--- config.mk ---
export PLATFORM = sky130hd
export DESIGN_NAME = contiguous_page_allocator_fit
export DESIGN_NICKNAME = d
export VERILOG_FILES = /design/src/rtl/cpaf_pkg.sv /design/src/rtl/cpaf_mem.sv /design/src/rtl/cpaf_ctrl.sv /design/src/rtl/contiguous_page_allocator_fit.sv
export SDC_FILE = /design/constraint.sdc
export NUM_CORES = 1
export LEC_CHECK = 0
export CAP_MARGIN = 15
export CORE_MARGIN = 4
export CORE_UTILIZATION = 40
export CTS_CLUSTER_DIAMETER = 30
export CTS_CLUSTER_SIZE = 24
export DETAILED_ROUTE_END_ITERATION = 12
export DONT_BUFFER_PORTS = 1
export PLACE_DENSITY = 0.58
export SLEW_MARGIN = 10
export SYNTH_ARGS = -nofsm -noshare
export SYNTH_HDL_FRONTEND = slang
export SYNTH_SLANG_ARGS = --single-unit
--- constraint.sdc ---
create_clock -name clk -period 5.61 [get_ports clk]
set_input_delay 0.561 -clock clk [delete_from_list [all_inputs] [get_ports clk]]
set_output_delay 0.561 -clock clk [all_outputs]
set_load 0.1 [all_outputs]
--- src/rtl/cpaf_pkg.sv ---
package cpaf_pkg;

	localparam int NUM_PAGES_DEF   = 32;
	localparam int ID_WIDTH_DEF    = 8;
	localparam int KB_PER_PAGE_DEF = 3;

	localparam int SIZE_W = 7;

	localparam logic ACTION_ALLOC = 1'b0;
	localparam logic ACTION_FREE  = 1'b1;

	localparam logic FIT_WORST = 1'b0;
	localparam logic FIT_BEST  = 1'b1;

	localparam logic [1:0] ST_OK        = 2'd0;
	localparam logic [1:0] ST_NO_FIT    = 2'd1;
	localparam logic [1:0] ST_NOT_FOUND = 2'd2;
	localparam logic [1:0] ST_BAD_SIZE  = 2'd3;

	typedef struct packed {
		logic [5:0] free_pages;
		logic [4:0] fragment_count;
		logic [5:0] pages_used;
		logic [4:0] start_page;
		logic [1:0] status;
	} result_t;

endpackage

--- src/rtl/cpaf_mem.sv ---
module cpaf_mem #(
	parameter int DEPTH = 32,
	parameter int WIDTH = 8,
	localparam int AW = (DEPTH > 1) ? $clog2(DEPTH) : 1
) (
	input  logic             clk,
	input  logic             arst_n,
	input  logic             we,
	input  logic [AW-1:0]    waddr,
	input  logic [WIDTH-1:0] wdata,
	input  logic [AW-1:0]    raddr,
	output logic [WIDTH-1:0] rdata
);

	logic [WIDTH-1:0] mem [DEPTH];
	logic [DEPTH-1:0] valid_q;
	logic [WIDTH-1:0] rdata_q;
	logic             rvld_q;

	always_ff @(posedge clk) begin
		if (we) begin
			mem[waddr] <= wdata;
		end
		rdata_q <= mem[raddr];
	end

	// An entry never written since reset reads as a free page.
	always_ff @(posedge clk or negedge arst_n) begin
		if (!arst_n) begin
			valid_q <= '0;
			rvld_q  <= 1'b0;
		end else begin
			if (we) begin
				valid_q[waddr] <= 1'b1;
			end
			rvld_q <= valid_q[raddr];
		end
	end

	assign rdata = rvld_q ? rdata_q : '0;

endmodule

--- src/rtl/cpaf_ctrl.sv ---
module cpaf_ctrl #(
	parameter int NUM_PAGES   = cpaf_pkg::NUM_PAGES_DEF,
	parameter int ID_WIDTH    = cpaf_pkg::ID_WIDTH_DEF,
	parameter int KB_PER_PAGE = cpaf_pkg::KB_PER_PAGE_DEF,
	localparam int AW = (NUM_PAGES > 1) ? $clog2(NUM_PAGES) : 1
) (
	input  logic                          clk,
	input  logic                          arst_n,
	input  logic                          in_valid,
	output logic                          in_ready,
	input  logic                          in_action,
	input  logic [ID_WIDTH-1:0]           in_id,
	input  logic [cpaf_pkg::SIZE_W-1:0]   in_size,
	input  logic                          fit_mode,
	input  logic                          out_free,
	output logic                          res_valid,
	output cpaf_pkg::result_t             res,
	output logic [AW-1:0]                 mem_raddr,
	input  logic [ID_WIDTH-1:0]           mem_rdata,
	output logic                          mem_we,
	output logic [AW-1:0]                 mem_waddr,
	output logic [ID_WIDTH-1:0]           mem_wdata
);

	import cpaf_pkg::*;

	localparam int CNT_W  = $clog2(NUM_PAGES + 1);
	localparam int MAX_KB = NUM_PAGES * KB_PER_PAGE;
	localparam int SHIFT  = 16;
	localparam int RECIP  = ((1 << SHIFT) + KB_PER_PAGE - 1) / KB_PER_PAGE;
	localparam int SUM_W  = SIZE_W + 1;
	localparam int PROD_W = SUM_W + SHIFT + 1;

	localparam logic [2:0] S_IDLE  = 3'd0;
	localparam logic [2:0] S_PREP  = 3'd1;
	localparam logic [2:0] S_SCAN  = 3'd2;
	localparam logic [2:0] S_EVAL  = 3'd3;
	localparam logic [2:0] S_WRITE = 3'd4;
	localparam logic [2:0] S_DONE  = 3'd5;

	logic [2:0]          state_q;
	logic                iss_q;
	logic                chk_vld_s1;
	logic [AW-1:0]       chk_idx_s1;
	logic [AW-1:0]       rd_idx_q;

	logic                action_q;
	logic [ID_WIDTH-1:0] id_q;
	logic [SIZE_W-1:0]   size_q;
	logic [CNT_W-1:0]    pages_q;
	logic                bad_size_q;

	logic [CNT_W-1:0]    run_len_q;
	logic [AW-1:0]       run_start_q;
	logic [CNT_W-1:0]    runs_q;
	logic [CNT_W-1:0]    total_q;
	logic                prev_free_q;
	logic                fit_found_q;
	logic [CNT_W-1:0]    best_len_q;
	logic [AW-1:0]       best_start_q;
	logic                fr_found_q;
	logic                fr_open_q;
	logic [CNT_W-1:0]    fr_len_q;
	logic [AW-1:0]       fr_start_q;
	logic                fr_prev_q;
	logic                fr_next_q;

	logic [AW-1:0]       wr_addr_q;
	logic [CNT_W-1:0]    wr_left_q;
	logic [ID_WIDTH-1:0] wr_data_q;
	result_t             res_q;

	logic [SUM_W-1:0]    size_sum;
	logic [PROD_W-1:0]   size_prod;
	logic                is_free;
	logic                match;
	logic                last;
	logic [CNT_W-1:0]    cand_len;
	logic [AW-1:0]       cand_start;
	logic                fits;
	logic                better;
	logic                take;

	logic [1:0]          ev_status;
	logic [AW-1:0]       ev_start;
	logic [CNT_W-1:0]    ev_used;
	logic [CNT_W-1:0]    ev_runs;
	logic [CNT_W-1:0]    ev_total;

	assign in_ready  = (state_q == S_IDLE);
	assign res_valid = (state_q == S_DONE) && out_free;
	assign res       = res_q;
	assign mem_raddr = rd_idx_q;
	assign mem_we    = (state_q == S_WRITE);
	assign mem_waddr = wr_addr_q;
	assign mem_wdata = wr_data_q;

	assign size_sum  = SUM_W'(size_q) + SUM_W'(KB_PER_PAGE - 1);
	assign size_prod = PROD_W'(size_sum) * PROD_W'(RECIP);

	assign is_free    = (mem_rdata == '0);
	assign match      = (id_q != '0) && (mem_rdata == id_q);
	assign last       = (chk_idx_s1 == AW'(NUM_PAGES - 1));
	assign cand_len   = is_free ? run_len_q + CNT_W'(1) : run_len_q;
	assign cand_start = (is_free && run_len_q == '0) ? chk_idx_s1 : run_start_q;
	assign fits       = (cand_len >= pages_q) && (cand_len != '0);
	assign better     = (fit_mode == FIT_BEST) ? (cand_len < best_len_q)
						: (cand_len > best_len_q);
	assign take       = (!is_free || last) && fits && (!fit_found_q || better);

	always_comb begin
		ev_status = ST_OK;
		ev_start  = '0;
		ev_used   = '0;
		ev_runs   = runs_q;
		ev_total  = total_q;
		if (action_q == ACTION_ALLOC) begin
			if (bad_size_q) begin
				ev_status = ST_BAD_SIZE;
			end else if (id_q == '0) begin
				ev_status = ST_NOT_FOUND;
			end else if (!fit_found_q) begin
				ev_status = ST_NO_FIT;
			end else begin
				ev_start = best_start_q;
				ev_used  = pages_q;
				ev_runs  = runs_q - CNT_W'(best_len_q == pages_q);
				ev_total = total_q - pages_q;
			end
		end else begin
			if (!fr_found_q) begin
				ev_status = ST_NOT_FOUND;
			end else begin
				ev_start = fr_start_q;
				ev_used  = fr_len_q;
				ev_runs  = runs_q + CNT_W'(1) - CNT_W'(fr_prev_q) - CNT_W'(fr_next_q);
				ev_total = total_q + fr_len_q;
			end
		end
	end

	always_ff @(posedge clk or negedge arst_n) begin
		if (!arst_n) begin
			state_q    <= S_IDLE;
			iss_q      <= 1'b0;
			chk_vld_s1 <= 1'b0;
		end else begin
			chk_vld_s1 <= (state_q == S_SCAN) && iss_q;
			case (state_q)
				S_IDLE: begin
					if (in_valid) begin
						state_q <= S_PREP;
					end
				end
				S_PREP: begin
					iss_q   <= 1'b1;
					state_q <= S_SCAN;
				end
				S_SCAN: begin
					if (iss_q && rd_idx_q == AW'(NUM_PAGES - 1)) begin
						iss_q <= 1'b0;
					end
					if (chk_vld_s1 && last) begin
						state_q <= S_EVAL;
					end
				end
				S_EVAL: begin
					state_q <= (ev_status == ST_OK) ? S_WRITE : S_DONE;
				end
				S_WRITE: begin
					if (wr_left_q == CNT_W'(1)) begin
						state_q <= S_DONE;
					end
				end
				S_DONE: begin
					if (out_free) begin
						state_q <= S_IDLE;
					end
				end
				default: begin
					state_q <= S_IDLE;
				end
			endcase
		end
	end

	always_ff @(posedge clk) begin
		chk_idx_s1 <= rd_idx_q;
		case (state_q)
			S_IDLE: begin
				action_q <= in_action;
				id_q     <= in_id;
				size_q   <= in_size;
			end
			S_PREP: begin
				pages_q     <= CNT_W'(size_prod[SHIFT +: SUM_W]);
				bad_size_q  <= (size_q == '0) || (int'(size_q) > MAX_KB);
				rd_idx_q    <= '0;
				run_len_q   <= '0;
				run_start_q <= '0;
				runs_q      <= '0;
				total_q     <= '0;
				prev_free_q <= 1'b0;
				fit_found_q <= 1'b0;
				best_len_q  <= '0;
				best_start_q <= '0;
				fr_found_q  <= 1'b0;
				fr_open_q   <= 1'b0;
				fr_len_q    <= '0;
				fr_start_q  <= '0;
				fr_prev_q   <= 1'b0;
				fr_next_q   <= 1'b0;
			end
			S_SCAN: begin
				if (iss_q) begin
					rd_idx_q <= rd_idx_q + AW'(1);
				end
				if (chk_vld_s1) begin
					prev_free_q <= is_free;
					if (is_free) begin
						total_q <= total_q + CNT_W'(1);
						if (!prev_free_q) begin
							runs_q <= runs_q + CNT_W'(1);
						end
					end
					run_len_q   <= is_free ? cand_len : '0;
					run_start_q <= cand_start;
					if (take) begin
						fit_found_q  <= 1'b1;
						best_len_q   <= cand_len;
						best_start_q <= cand_start;
					end
					if (!fr_found_q && match) begin
						fr_found_q <= 1'b1;
						fr_open_q  <= 1'b1;
						fr_len_q   <= CNT_W'(1);
						fr_start_q <= chk_idx_s1;
						fr_prev_q  <= prev_free_q;
					end else if (fr_open_q && match) begin
						fr_len_q <= fr_len_q + CNT_W'(1);
					end else if (fr_open_q) begin
						fr_open_q <= 1'b0;
						fr_next_q <= is_free;
					end
				end
			end
			S_EVAL: begin
				wr_addr_q <= ev_start;
				wr_left_q <= ev_used;
				wr_data_q <= (action_q == ACTION_ALLOC) ? id_q : '0;
				res_q.status         <= ev_status;
				res_q.start_page     <= 5'(ev_start);
				res_q.pages_used     <= 6'(ev_used);
				res_q.fragment_count <= 5'(ev_runs);
				res_q.free_pages     <= 6'(ev_total);
			end
			S_WRITE: begin
				wr_addr_q <= wr_addr_q + AW'(1);
				wr_left_q <= wr_left_q - CNT_W'(1);
			end
			default: begin
			end
		endcase
	end

endmodule

--- src/rtl/contiguous_page_allocator_fit.sv ---
// Each item scans every page of the page map; a successful allocate or free then
// writes each page that it takes or releases before the result is given.
// One item is in work at a time; the next is taken while a result waits, in the cycle
// after the result leaves the control.
// Reset marks every page free and selects worst fit.
module contiguous_page_allocator_fit #(
	parameter int NUM_PAGES   = cpaf_pkg::NUM_PAGES_DEF,
	parameter int ID_WIDTH    = cpaf_pkg::ID_WIDTH_DEF,
	parameter int KB_PER_PAGE = cpaf_pkg::KB_PER_PAGE_DEF,
	localparam int IN_W = ((ID_WIDTH + cpaf_pkg::SIZE_W + 7) / 8) * 8
) (
	input  logic                          clk,
	input  logic                          arst_n,
	input  logic                          cfg_wen,
	input  logic                          cfg_wdata,
	input  logic                          s_tvalid,
	output logic                          s_tready,
	// program_id, size_kb
	input  logic [IN_W-1:0]               s_tdata,
	// action
	input  logic                          s_tuser,
	output logic                          m_tvalid,
	input  logic                          m_tready,
	// status, start_page, pages_used, fragment_count, free_pages
	output logic [$bits(cpaf_pkg::result_t)-1:0] m_tdata
);

	import cpaf_pkg::*;

	localparam int AW = (NUM_PAGES > 1) ? $clog2(NUM_PAGES) : 1;

	logic                fit_mode_q;
	logic                m_tvalid_q;
	result_t             m_tdata_q;
	logic                out_free;
	logic                res_valid;
	result_t             res;
	logic [AW-1:0]       mem_raddr;
	logic [ID_WIDTH-1:0] mem_rdata;
	logic                mem_we;
	logic [AW-1:0]       mem_waddr;
	logic [ID_WIDTH-1:0] mem_wdata;

	assign out_free = !m_tvalid_q || m_tready;
	assign m_tvalid = m_tvalid_q;
	assign m_tdata  = m_tdata_q;

	always_ff @(posedge clk or negedge arst_n) begin
		if (!arst_n) begin
			fit_mode_q <= FIT_WORST;
			m_tvalid_q <= 1'b0;
		end else begin
			if (cfg_wen) begin
				fit_mode_q <= cfg_wdata;
			end
			if (res_valid) begin
				m_tvalid_q <= 1'b1;
			end else if (m_tready) begin
				m_tvalid_q <= 1'b0;
			end
		end
	end

	always_ff @(posedge clk) begin
		if (res_valid) begin
			m_tdata_q <= res;
		end
	end

	cpaf_ctrl #(
		.NUM_PAGES  (NUM_PAGES),
		.ID_WIDTH   (ID_WIDTH),
		.KB_PER_PAGE(KB_PER_PAGE)
	) u_ctrl (
		.clk      (clk),
		.arst_n   (arst_n),
		.in_valid (s_tvalid),
		.in_ready (s_tready),
		.in_action(s_tuser),
		.in_id    (s_tdata[ID_WIDTH-1:0]),
		.in_size  (s_tdata[ID_WIDTH +: SIZE_W]),
		.fit_mode (fit_mode_q),
		.out_free (out_free),
		.res_valid(res_valid),
		.res      (res),
		.mem_raddr(mem_raddr),
		.mem_rdata(mem_rdata),
		.mem_we   (mem_we),
		.mem_waddr(mem_waddr),
		.mem_wdata(mem_wdata)
	);

	cpaf_mem #(
		.DEPTH(NUM_PAGES),
		.WIDTH(ID_WIDTH)
	) u_mem (
		.clk   (clk),
		.arst_n(arst_n),
		.we    (mem_we),
		.waddr (mem_waddr),
		.wdata (mem_wdata),
		.raddr (mem_raddr),
		.rdata (mem_rdata)
	);

endmodule

==> results.yml, run 1 <==
logic_synthesis:
  synth_top_area_frac: 0.593
  synth_warnings: 0
  synthTopCellsByArea: "edfxtp_1 (59%), ha_1 (5.1%), mux4_2 (5.0%), dfrtp_1 (4.9%), mux2i_1 (3.0%)"
  syn_area_per_cell_sq_um: 14.8
  synth_area_leader_cell: "edfxtp_1"
  synth-main-ff-cell: "edfxtp_1"
  synth_edf_count: 401
  yosys.cell_types.count: 61
  syn_nets: 1494
  async_reset_ff_frac: 0.0881
  synth.cell_area_sq_mm: 0.0203
  synth_cells: 1370
  yosys_register_bits: 454
  yosysSeqAreaShare: 0.656
floorplanning:
  dieArea_sq_mm: 0.0544
  ios: 49
  die_h_um: 233
  rows: 82
  start_util: 0.404
  core-area_sq_mm: 0.0502
  die_w_um: 233
critical_path:
  path_cells: "and3_1 > nand3_1 > xnor2_1 > ha_1 > ha_1 > inv_1 > fa_1 > fa_1 > inv_1 > ha_1 > nand2_1 > nor3_1 > a211oi_1 > o21ai_0 > nor3b_1 > a2111oi_0 > xnor2_1"
  cp.arrival_ns: 5.34
  crit_path_max_fanout: 6
  rr_worst_depth: 17
  cpPeakStageDelay_ns: 0.55
  worst-setup-path-type: "reg2reg"
  slowest_stage: "fa_1"
  crit_path_end_kind: "flop"
  worst_path_most_repeated_cell: "ha_1"
  start_kind: "flop"
  crit_required_ns: 5.94
clock_tree:
  clk-insertion-delay-late_ns: 0.63
  clock_sinks: 454
  post-cts-setup-buffer-count: 0
  post_cts_resized: 0
  numCtsBuffers: 95
  htreeDepth: 3
  path_clk_slew_ns: 0.05
  cts_tree: "built"
  root_buffer: "clkbuf_16"
  holdBufCountCts: 10
  clockBufferDepth: 3
sta:
  hold_ws_ns: 0.0500
  tightest_slew_ns: 1.16
  skew_ns: 0.0301
  max_slew_margin: 0.225
  timing.final.crit_share: 0.893
  setup_tns_ns: 0
  drv_slew: 0
  clock.fmax_mhz: 200
  rsz0062_at_grt: "no"
  min_period_ns: 5.01
  hold_viol_final: 0
  setup_viol: 0
drt:
  dr.pass1.iters: 5
  via_per_inst: 5.30
  vias: 11700
  ant_nets: 0
  drt_iter0_markers: 846
  routed_wl_um: 45400
  drc: 0
  wl_per_cell_um: 20.6
global_routing:
  grt_max_degree: 104
  grt_usage: 0.169
  grt_pass1_vias: 12200
  antenna_found_initial: 0
  grt-ovfl-total: 0
  grt_pass1_wl_um: 70500
final_layout:
  diodes: 0
  layout.nets: 1569
  fillCellCount: 4170
  syn_to_final_growth_pct: 21.8
  final_cells: 2200
  drive_gt1_frac: 0.187
placed_design:
  io_buffers: 0
  dpl.hpwl_um: 28500
  place.gp.congestion: 0.800
  placed_cells: 2002
job:
  maxCapViolations: 0
power:
  leakage_nw: 9.30
  finalPower_mw: 17.3
  power.density_mw_per_mm2: 702
  vdd_drop_max_v: 0.000513
min_path:
  holdPathStages: 0
  hold_path.class: "in2reg"
run_status:
  outcome: "completed"
[critical path: cells and delay by family (launching register included)]
| family | cells | cell delay, ns |
|---|---|---|
| fa+ha+maj | 5 | 1.92 |
| simple gates | 5 | 0.66 |
| flops | 1 | 0.44 |
| compound gates | 3 | 1.02 |
| buf+inv | 2 | 0.09 |
| xor+xnor | 2 | 0.59 |
[cell usage after synthesis, drive strengths merged (37+ instances only)]
| cell | n |
|---|---|
| edfxtp | 401 |
| nor2 | 102 |
| ha | 83 |
| inv | 76 |
| nand2 | 69 |
| mux2i | 60 |
| o21ai | 47 |
| mux4 | 45 |
| a21oi | 40 |
| dfrtp | 40 |
| o221ai | 37 |
| or2 | 37 |
[power breakdown]
group | switching (mW) | total (mW) | internal [mW]
logic | 3.73 | 6.47 | 2.73
registers | 0.630 | 5.21 | 4.58
clock network | 1.90 | 5.67 | 3.77
total | 6.26 | 17.3 | 11.1
[placed cells by master, fill, tap and decap left out, types with 8 or more instances in the layout]
cell type,Yosys,layout
mux4_2,45,45
dlygate4sd3_1,0,9
a21oi_1,40,40
mux2i_1,60,60
edfxtp_1,401,401
a21o_1,12,12
dfxtp_1,13,13
buf_4,1,12
bufinv_16,0,10
o221ai_1,37,37
clkinv_2,0,18
nand2_1,69,69
xnor2_1,33,33
nor2_1,102,101
nand3_1,22,22
nand3b_1,10,10
and3_1,18,18
nor2b_1,12,11
or2_2,37,37
o21ai_0,44,44
clkinvlp_4,0,9
clkbuf_1,34,10
ha_1,83,83
fa_1,18,18
clkinv_4,0,9
nor3_1,10,9
clkbuf_8,0,8
clkbuf_16,0,98
dfrtp_1,40,40
o22ai_1,15,15
inv_1,75,75
clkinv_1,1,9
xor2_1,30,30
[worst paths after layout]
| kind | startpoint | to | slack (ns) |
|---|---|---|---|
| max in group asynchronous | arst_n | fit_mode_q | 4.83 |
| min | s_tdata[12] | u_ctrl.size_q[4] | 0.05 |
| max reg2reg | u_ctrl.size_q[3] | u_ctrl.pages_q[5] | 0.60 |
| min in group asynchronous | arst_n | u_mem.valid_q[5] | 0.49 |
| min reg2reg | u_ctrl.res[22] | m_tdata[22] | 0.41 |
| max | u_ctrl.size_q[3] | u_ctrl.pages_q[5] | 0.60 |
[layout make-up]
| cell class | count | area (sq um) | share of cell area |
|---|---|---|---|
| clock buffers | 115 | 2570 | 0.104 |
| clock inverters | 65 | 786 | 0.0318 |
| inverters | 77 | 289 | 0.0117 |
| multi-input cells | 784 | 6490 | 0.262 |
| flip-flops and latches | 454 | 13300 | 0.538 |
| well taps | 672 | 841 | 0.0340 |
| repair buffers | 33 | 438 | 0.0177 |
[flip-flops by register name, summed over array words and instances, names as in the netlist, 6 cells and up]
register           count
u_mem.valid_q         32
u_ctrl.id_q            8
u_ctrl.size_q          7
u_ctrl.pages_q         6
u_mem.mem            256
u_ctrl.res            24
u_ctrl.wr_left_q       6
m_tdata               24
u_ctrl.mem_wdata       8
u_ctrl.total_q         6
u_ctrl.best_len_q      6
u_ctrl.run_len_q       6
u_ctrl.fr_len_q        6
u_mem.rdata_q          8
[routing by layer]
metal / global-route usage / wire, um / vias up
li1: - / - / 5370
met3: 0.0366 / 2710 / 87
met2: 0.267 / 21300 / 317
met4: 0.0598 / 1110 / 0
met1: 0.232 / 20300 / 5893
met5: 0 / 0 / -
[logic make-up after synthesis]
family,after synthesis,synth area share
DFF,454,0.656
and+or+nand+nor,313,0.0754
AOI/OAI and AO/OA,195,0.0638
buffers and inverters,132,0.0254
muxes,111,0.0829
adders and majority gates,101,0.0689
xor gates and xnor gates,64,0.0280
[per-stage QoR]
step	instance area (sq um)	worst slack, ns	util
2_1_floorplan	20300	1.18	-
3_3_place_gp	21100	0.675	0.420
3_5_place_dp	21100	0.593	0.420
4_1_cts	24600	0.568	0.490
5_1_grt	24700	0.188	0.493
6_report	24700	0.601	0.493
Power figures use the tool's default switching activity.
==> inputs of run 2 (changes only) <==
Settings changed: CORE_MARGIN 4 to 2, SYNTH_HIERARCHICAL set to 1.
==> results.yml, run 2 <==
floorplanning:
  core-area_sq_mm: 0.0501
  ios: 49
  die_w_um: 229
  dieArea_sq_mm: 0.0525
  start_util: 0.405
  rows: 82
  die_h_um: 229
placed_design:
  place.gp.congestion: 0.853
  dpl.hpwl_um: 27700
  io_buffers: 0
  pre_cts_slack_ns: 0.701
global_routing:
  grt_usage: 0.167
  grt_pass1_wl_um: 66700
  grt-ovfl-total: 0
  grt_max_degree: 52
  grt_pass1_vias: 11200
  antenna_found_initial: 0
clock_tree:
  htreeDepth: 3
  post_cts_resized: 0
  post-cts-setup-buffer-count: 0
  holdBufCountCts: 3
  clk-insertion-delay-late_ns: 0.64
  clockBufferDepth: 3
  numCtsBuffers: 98
  root_buffer: "clkbuf_16"
  cts_tree: "built"
  path_clk_slew_ns: 0.04
  clock_sinks: 454
sta:
  rsz0062_at_grt: "no"
  hold_viol_final: 0
  timing.final.crit_share: 0.870
  drv_slew: 0
  skew_ns: 0.0223
  max_slew_margin: 0.328
  setup_slack_ns: 0.731
  setup_viol: 0
  clock.fmax_mhz: 205
  min_period_ns: 4.88
  setup_tns_ns: 0
  tightest_slew_ns: 1.01
  hold_ws_ns: 0.0310
logic_synthesis:
  synth_edf_count: 401
  synth_warnings: 6
  synthTopCellsByArea: "edfxtp_1 (59%), mux4_2 (10%), dfrtp_1 (4.9%), ha_1 (4.9%), nor2_1 (1.9%)"
  yosysSeqAreaShare: 0.657
  synth_cells: 1250
  synth_common_cells: "edfxtp_1 (401), nor2_1 (103), mux4_2 (90)"
  async_reset_ff_frac: 0.0881
  yosys_register_bits: 454
  syn_area_per_cell_sq_um: 16.2
  yosys.cell_types.count: 65
  synth_most_common_cell: "edfxtp_1"
  synth.cell_area_sq_mm: 0.0203
  synth_top_area_frac: 0.595
  synth-main-ff-cell: "edfxtp_1"
  synth_area_leader_cell: "edfxtp_1"
final_layout:
  largest_reg_flops: 256
  layout.nets: 1456
  final_util: 0.492
  syn_to_final_growth_pct: 21.7
  layout_commonest_cell: "edfxtp_1"
  largest-register: "u_mem/mem"
  reg_top3: "u_mem/mem x256, u_mem/valid_q x32"
  final_cell_mix: "edfxtp_1 (401), nor2_1 (103), clkbuf_16 (101)"
  diodes: 0
  drive_gt1_frac: 0.235
min_path:
  hold_path.class: "in2reg"
  holdCritStartpoint: "s_tdata[1]"
drt:
  via_per_inst: 5.17
  dr.pass1.iters: 5
  wl_per_cell_um: 20.3
  ant_nets: 0
  vias: 10800
  drc: 0
  drt_iter0_markers: 744
  routed_wl_um: 42600
power:
  p_switching_mw: 1.90
  finalPower_mw: 9.47
  netSwitchingFraction: 0.201
  cellInternalPower_mw: 7.56
  power_frac_comb: 0.006
  power.density_mw_per_mm2: 384
  leakage_nw: 8.56
  p_seq_frac: 0.385
  pwr-share-clk: 0.609
  vdd_drop_max_v: 0.000222
critical_path:
  crit_required_ns: 5.97
  rr_startpoint: "u_ctrl/size_q[1]"
  start_kind: "flop"
  crit_path_max_fanout: 9
  startpoint: "u_ctrl/size_q[1]"
  crit_path_end_kind: "flop"
  worst-setup-path-type: "reg2reg"
  cp.arrival_ns: 5.24
job:
  maxCapViolations: 0
run_status:
  outcome: "completed"
==> run 2: cell types whose count changed after synthesis, sizes merged, moves of 19 or more <==
cell / delta
o21ai: -30
clkbuf: -20
o221ai: -33
mux4: +45
nand2: -37
and2: +19
mux2i: -52
==> run 2: layer usage <==
| metal | global-route usage | routed length [um] | vias to the layer above | part of all wire |
|---|---|---|---|---|
| met5 | 0 | 0 | - | 0 |
| met4 | 0.0568 | 844 | 0 | 0.020 |
| met3 | 0.0364 | 2170 | 67 | 0.051 |
| met2 | 0.265 | 20100 | 282 | 0.47 |
| met1 | 0.231 | 19400 | 5506 | 0.46 |
| li1 | - | - | 4974 | - |
==> run 2: power groups by stage <==
stage                     logic [mW]  clock network [mW]  registers, mW
after floorplan               0.0360                   0           3.70
after global placement        0.0448                   0           3.70
after detailed placement      0.0453                   0           3.70
after CTS                     0.0569                5.86           3.64
after global routing          0.0643                6.06           3.64
final                         0.0561                5.77           3.64
==> run 2: worst max-delay path, cell delays in order (launching register included) <==
cell and delay, ns:
edfxtp_1 0.52, nand3_1 0.16, xor2_1 0.25, inv_1 0.10
ha_1 0.32, inv_1 0.12, fa_1 0.50, fa_1 0.53
inv_1 0.06, fa_1 0.45, ha_1 0.34, a21oi_1 0.16
o22ai_1 0.11, a211o_1 0.34, a221o_1 0.40, a21oi_1 0.19
xnor2_1 0.08
==> run 2: layout make-up <==
class                           instances  area, sq um
Clock buffer                          119         2580
Clock inverter                         66          828
Fill cell                            4244        25400
Inverter                               72          270
Multi-Input combinational cell        684         6500
Sequential cell                       454        13300
Tap cell                              672          841
Timing Repair Buffer                   26          333
==> run 2: final timing paths <==
check | endpoint | slack (ns) | cells after the start
max | u_ctrl/pages_q[4] | 0.73 | 16
min | u_ctrl/id_q[1] | 0.03 | 0
max reg2reg | u_ctrl/pages_q[4] | 0.73 | 16
min reg2reg | u_ctrl/chk_idx_s1[0] | 0.38 | 0
max in group asynchronous | u_mem/valid_q[6] | 4.93 | 2
min in group asynchronous | u_mem/valid_q[31] | 0.43 | 2
==> run 2: cells by family after synthesis <==
family	synth area share
buffers and inverters	0.0229
flip-flops	0.657
AO/OA/AOI/OAI	0.0410
XOR/XNOR	0.0281
adder cells (fa/ha/maj)	0.0666
other	0.000371
multiplexers	0.111
AND/OR/NAND/NOR	0.0729
==> run 2: metrics by stage <==
step,area [sq um],cells
after floorplan,20300,1251
after global placement,21100,1897
after detailed placement,21100,1897
after CTS,24500,2085
after global routing,24700,2093
final,24700,2093
==> inputs of run 3 (changes only) <==
Settings changed: SYNTH_HIERARCHICAL 1 to not set.
==> results.yml, run 3 (synthesis gave the netlist of run 1 again) <==
run_status:
  outcome: "completed"
placed_design:
  dpl.hpwl_um: 28500
  placed_area_sq_mm: 0.0211
  place.gp.congestion: 0.836
  io_buffers: 0
drt:
  dr.pass1.iters: 5
  drc: 0
  ant_nets: 0
  routed_wl_um: 45300
  dr_wl_met3_um: 2480
  top_layer: "met4"
  drt_iter0_markers: 956
  via_per_inst: 5.30
  wl_per_cell_um: 20.6
  m1WireLength_um: 20100
  wl_met2_um: 21600
  vias: 11700
final_layout:
  drive_gt1_frac: 0.187
  reg_top3: "u_mem.mem x256, u_mem.valid_q x32"
  layout_commonest_cell: "edfxtp_1"
  fin_area_sq_mm: 0.0245
  largest_reg_flops: 256
  final_cell_mix: "edfxtp_1 (401), nor2_1 (101), clkbuf_16 (95)"
  diodes: 0
  layout.nets: 1571
  syn_to_final_growth_pct: 21.0
  largest-register: "u_mem.mem"
job:
  maxCapViolations: 0
sta:
  drv_slew: 0
  hold_ws_ns: 0.0425
  setup_tns_ns: 0
  tightest_slew_ns: 1.12
  setup_viol: 0
  skew_ns: 0.0294
  min_period_ns: 4.93
  timing.final.crit_share: 0.879
  clock.fmax_mhz: 203
  rsz0062_at_grt: "no"
  hold_viol_final: 0
  max_slew_margin: 0.252
power:
  leakage_nw: 9.24
  vdd_drop_max_v: 0.000470
  power.density_mw_per_mm2: 699
clock_tree:
  post-cts-setup-buffer-count: 0
  root_buffer: "clkbuf_16"
  clock_sinks: 454
  htreeDepth: 3
  clockBufferDepth: 3
  holdBufCountCts: 10
  cts_tree: "built"
  numCtsBuffers: 93
  path_clk_slew_ns: 0.04
  post_cts_resized: 0
  clk-insertion-delay-late_ns: 0.63
floorplanning:
  dieArea_sq_mm: 0.0525
  rows: 82
  die_h_um: 229
  start_util: 0.405
  core-area_sq_mm: 0.0501
  ios: 49
  die_w_um: 229
global_routing:
  grt_max_degree: 47
  grt-ovfl-total: 0
  grt_pass1_vias: 12100
  grt_pass1_wl_um: 70200
  grt_usage: 0.176
  antenna_found_initial: 0
critical_path:
  crit_required_ns: 5.95
  crit_path_end_kind: "flop"
  worst-setup-path-type: "reg2reg"
  cp.arrival_ns: 5.27
  start_kind: "flop"
  crit_path_max_fanout: 6
min_path:
  hold_path.class: "in2reg"
-- run 3: cell types whose count changed in the layout (fill, tap and decap cells not counted), moves of 18 or more --
cell / before / now
mux2i_1: 8 / 60
o221ai_1: 4 / 37
nand2_1: 32 / 69
and2_1: 21 / 3
mux4_2: 90 / 45
o21ai_0: 17 / 44
-- run 3: stage by stage --
step,instances,total power [mW],setup slack [ns],utilization
floorplan,1370,9.89,1.18,-
global placement,2009,11.5,0.700,0.422
finish,2200,17.2,0.678,0.490
CTS,2195,17.3,0.630,0.488
global route,2200,18.3,0.363,0.490
detailed placement,2009,11.7,0.663,0.422
-- run 3: worst max-delay path: stages, from the launching register on --
cell	delay (ns)
edfxtp_1	0.45
and3_1	0.19
nand3_1	0.13
xnor2_1	0.42
ha_1	0.31
ha_1	0.27
inv_1	0.05
fa_1	0.50
fa_1	0.56
inv_1	0.04
ha_1	0.29
nand2_1	0.06
nor3_1	0.05
a211oi_1	0.25
o21ai_0	0.25
nor3b_1	0.21
a2111oi_0	0.48
xnor2_1	0.15
-- run 3: layer usage --
metal,global-route usage,up-vias
met2,0.282,311
met1,0.235,5899
met3,0.0382,84
li1,-,5371
met4,0.0662,0
met5,0,-
-- run 3: worst paths after layout --
| path | startpoint | end | slack, ns | cells after the start |
|---|---|---|---|---|
| worst max-delay path | u_ctrl.size_q[3] | u_ctrl.pages_q[5] | 0.68 | 17 |
| worst min-delay path | s_tdata[8] | u_ctrl.size_q[0] | 0.04 | 0 |
| worst max register to register | u_ctrl.size_q[3] | u_ctrl.pages_q[5] | 0.68 | 17 |
| worst min register to register | u_ctrl.res[13] | m_tdata[13] | 0.41 | 0 |
| max in group asynchronous | arst_n | fit_mode_q | 4.87 | 2 |
| min in group asynchronous | arst_n | u_mem.valid_q[4] | 0.47 | 2 |
-- run 3: layout make-up --
class	instances	area [sq um]
inverters	77	289
flip-flops and latches	454	13300
clock buffers	111	2480
well taps	672	841
multi-input cells	784	6490
clock inverters	65	739
repair buffers	37	413
fillers	4270	25500
-- run 3: report_power, final --
part	leakage, nW	switching [mW]	total (mW)	internal [mW]
Combinational	3.37	3.74	6.46	2.72
Clock	1.56	1.86	5.49	3.64
Sequential	4.31	0.620	5.20	4.58
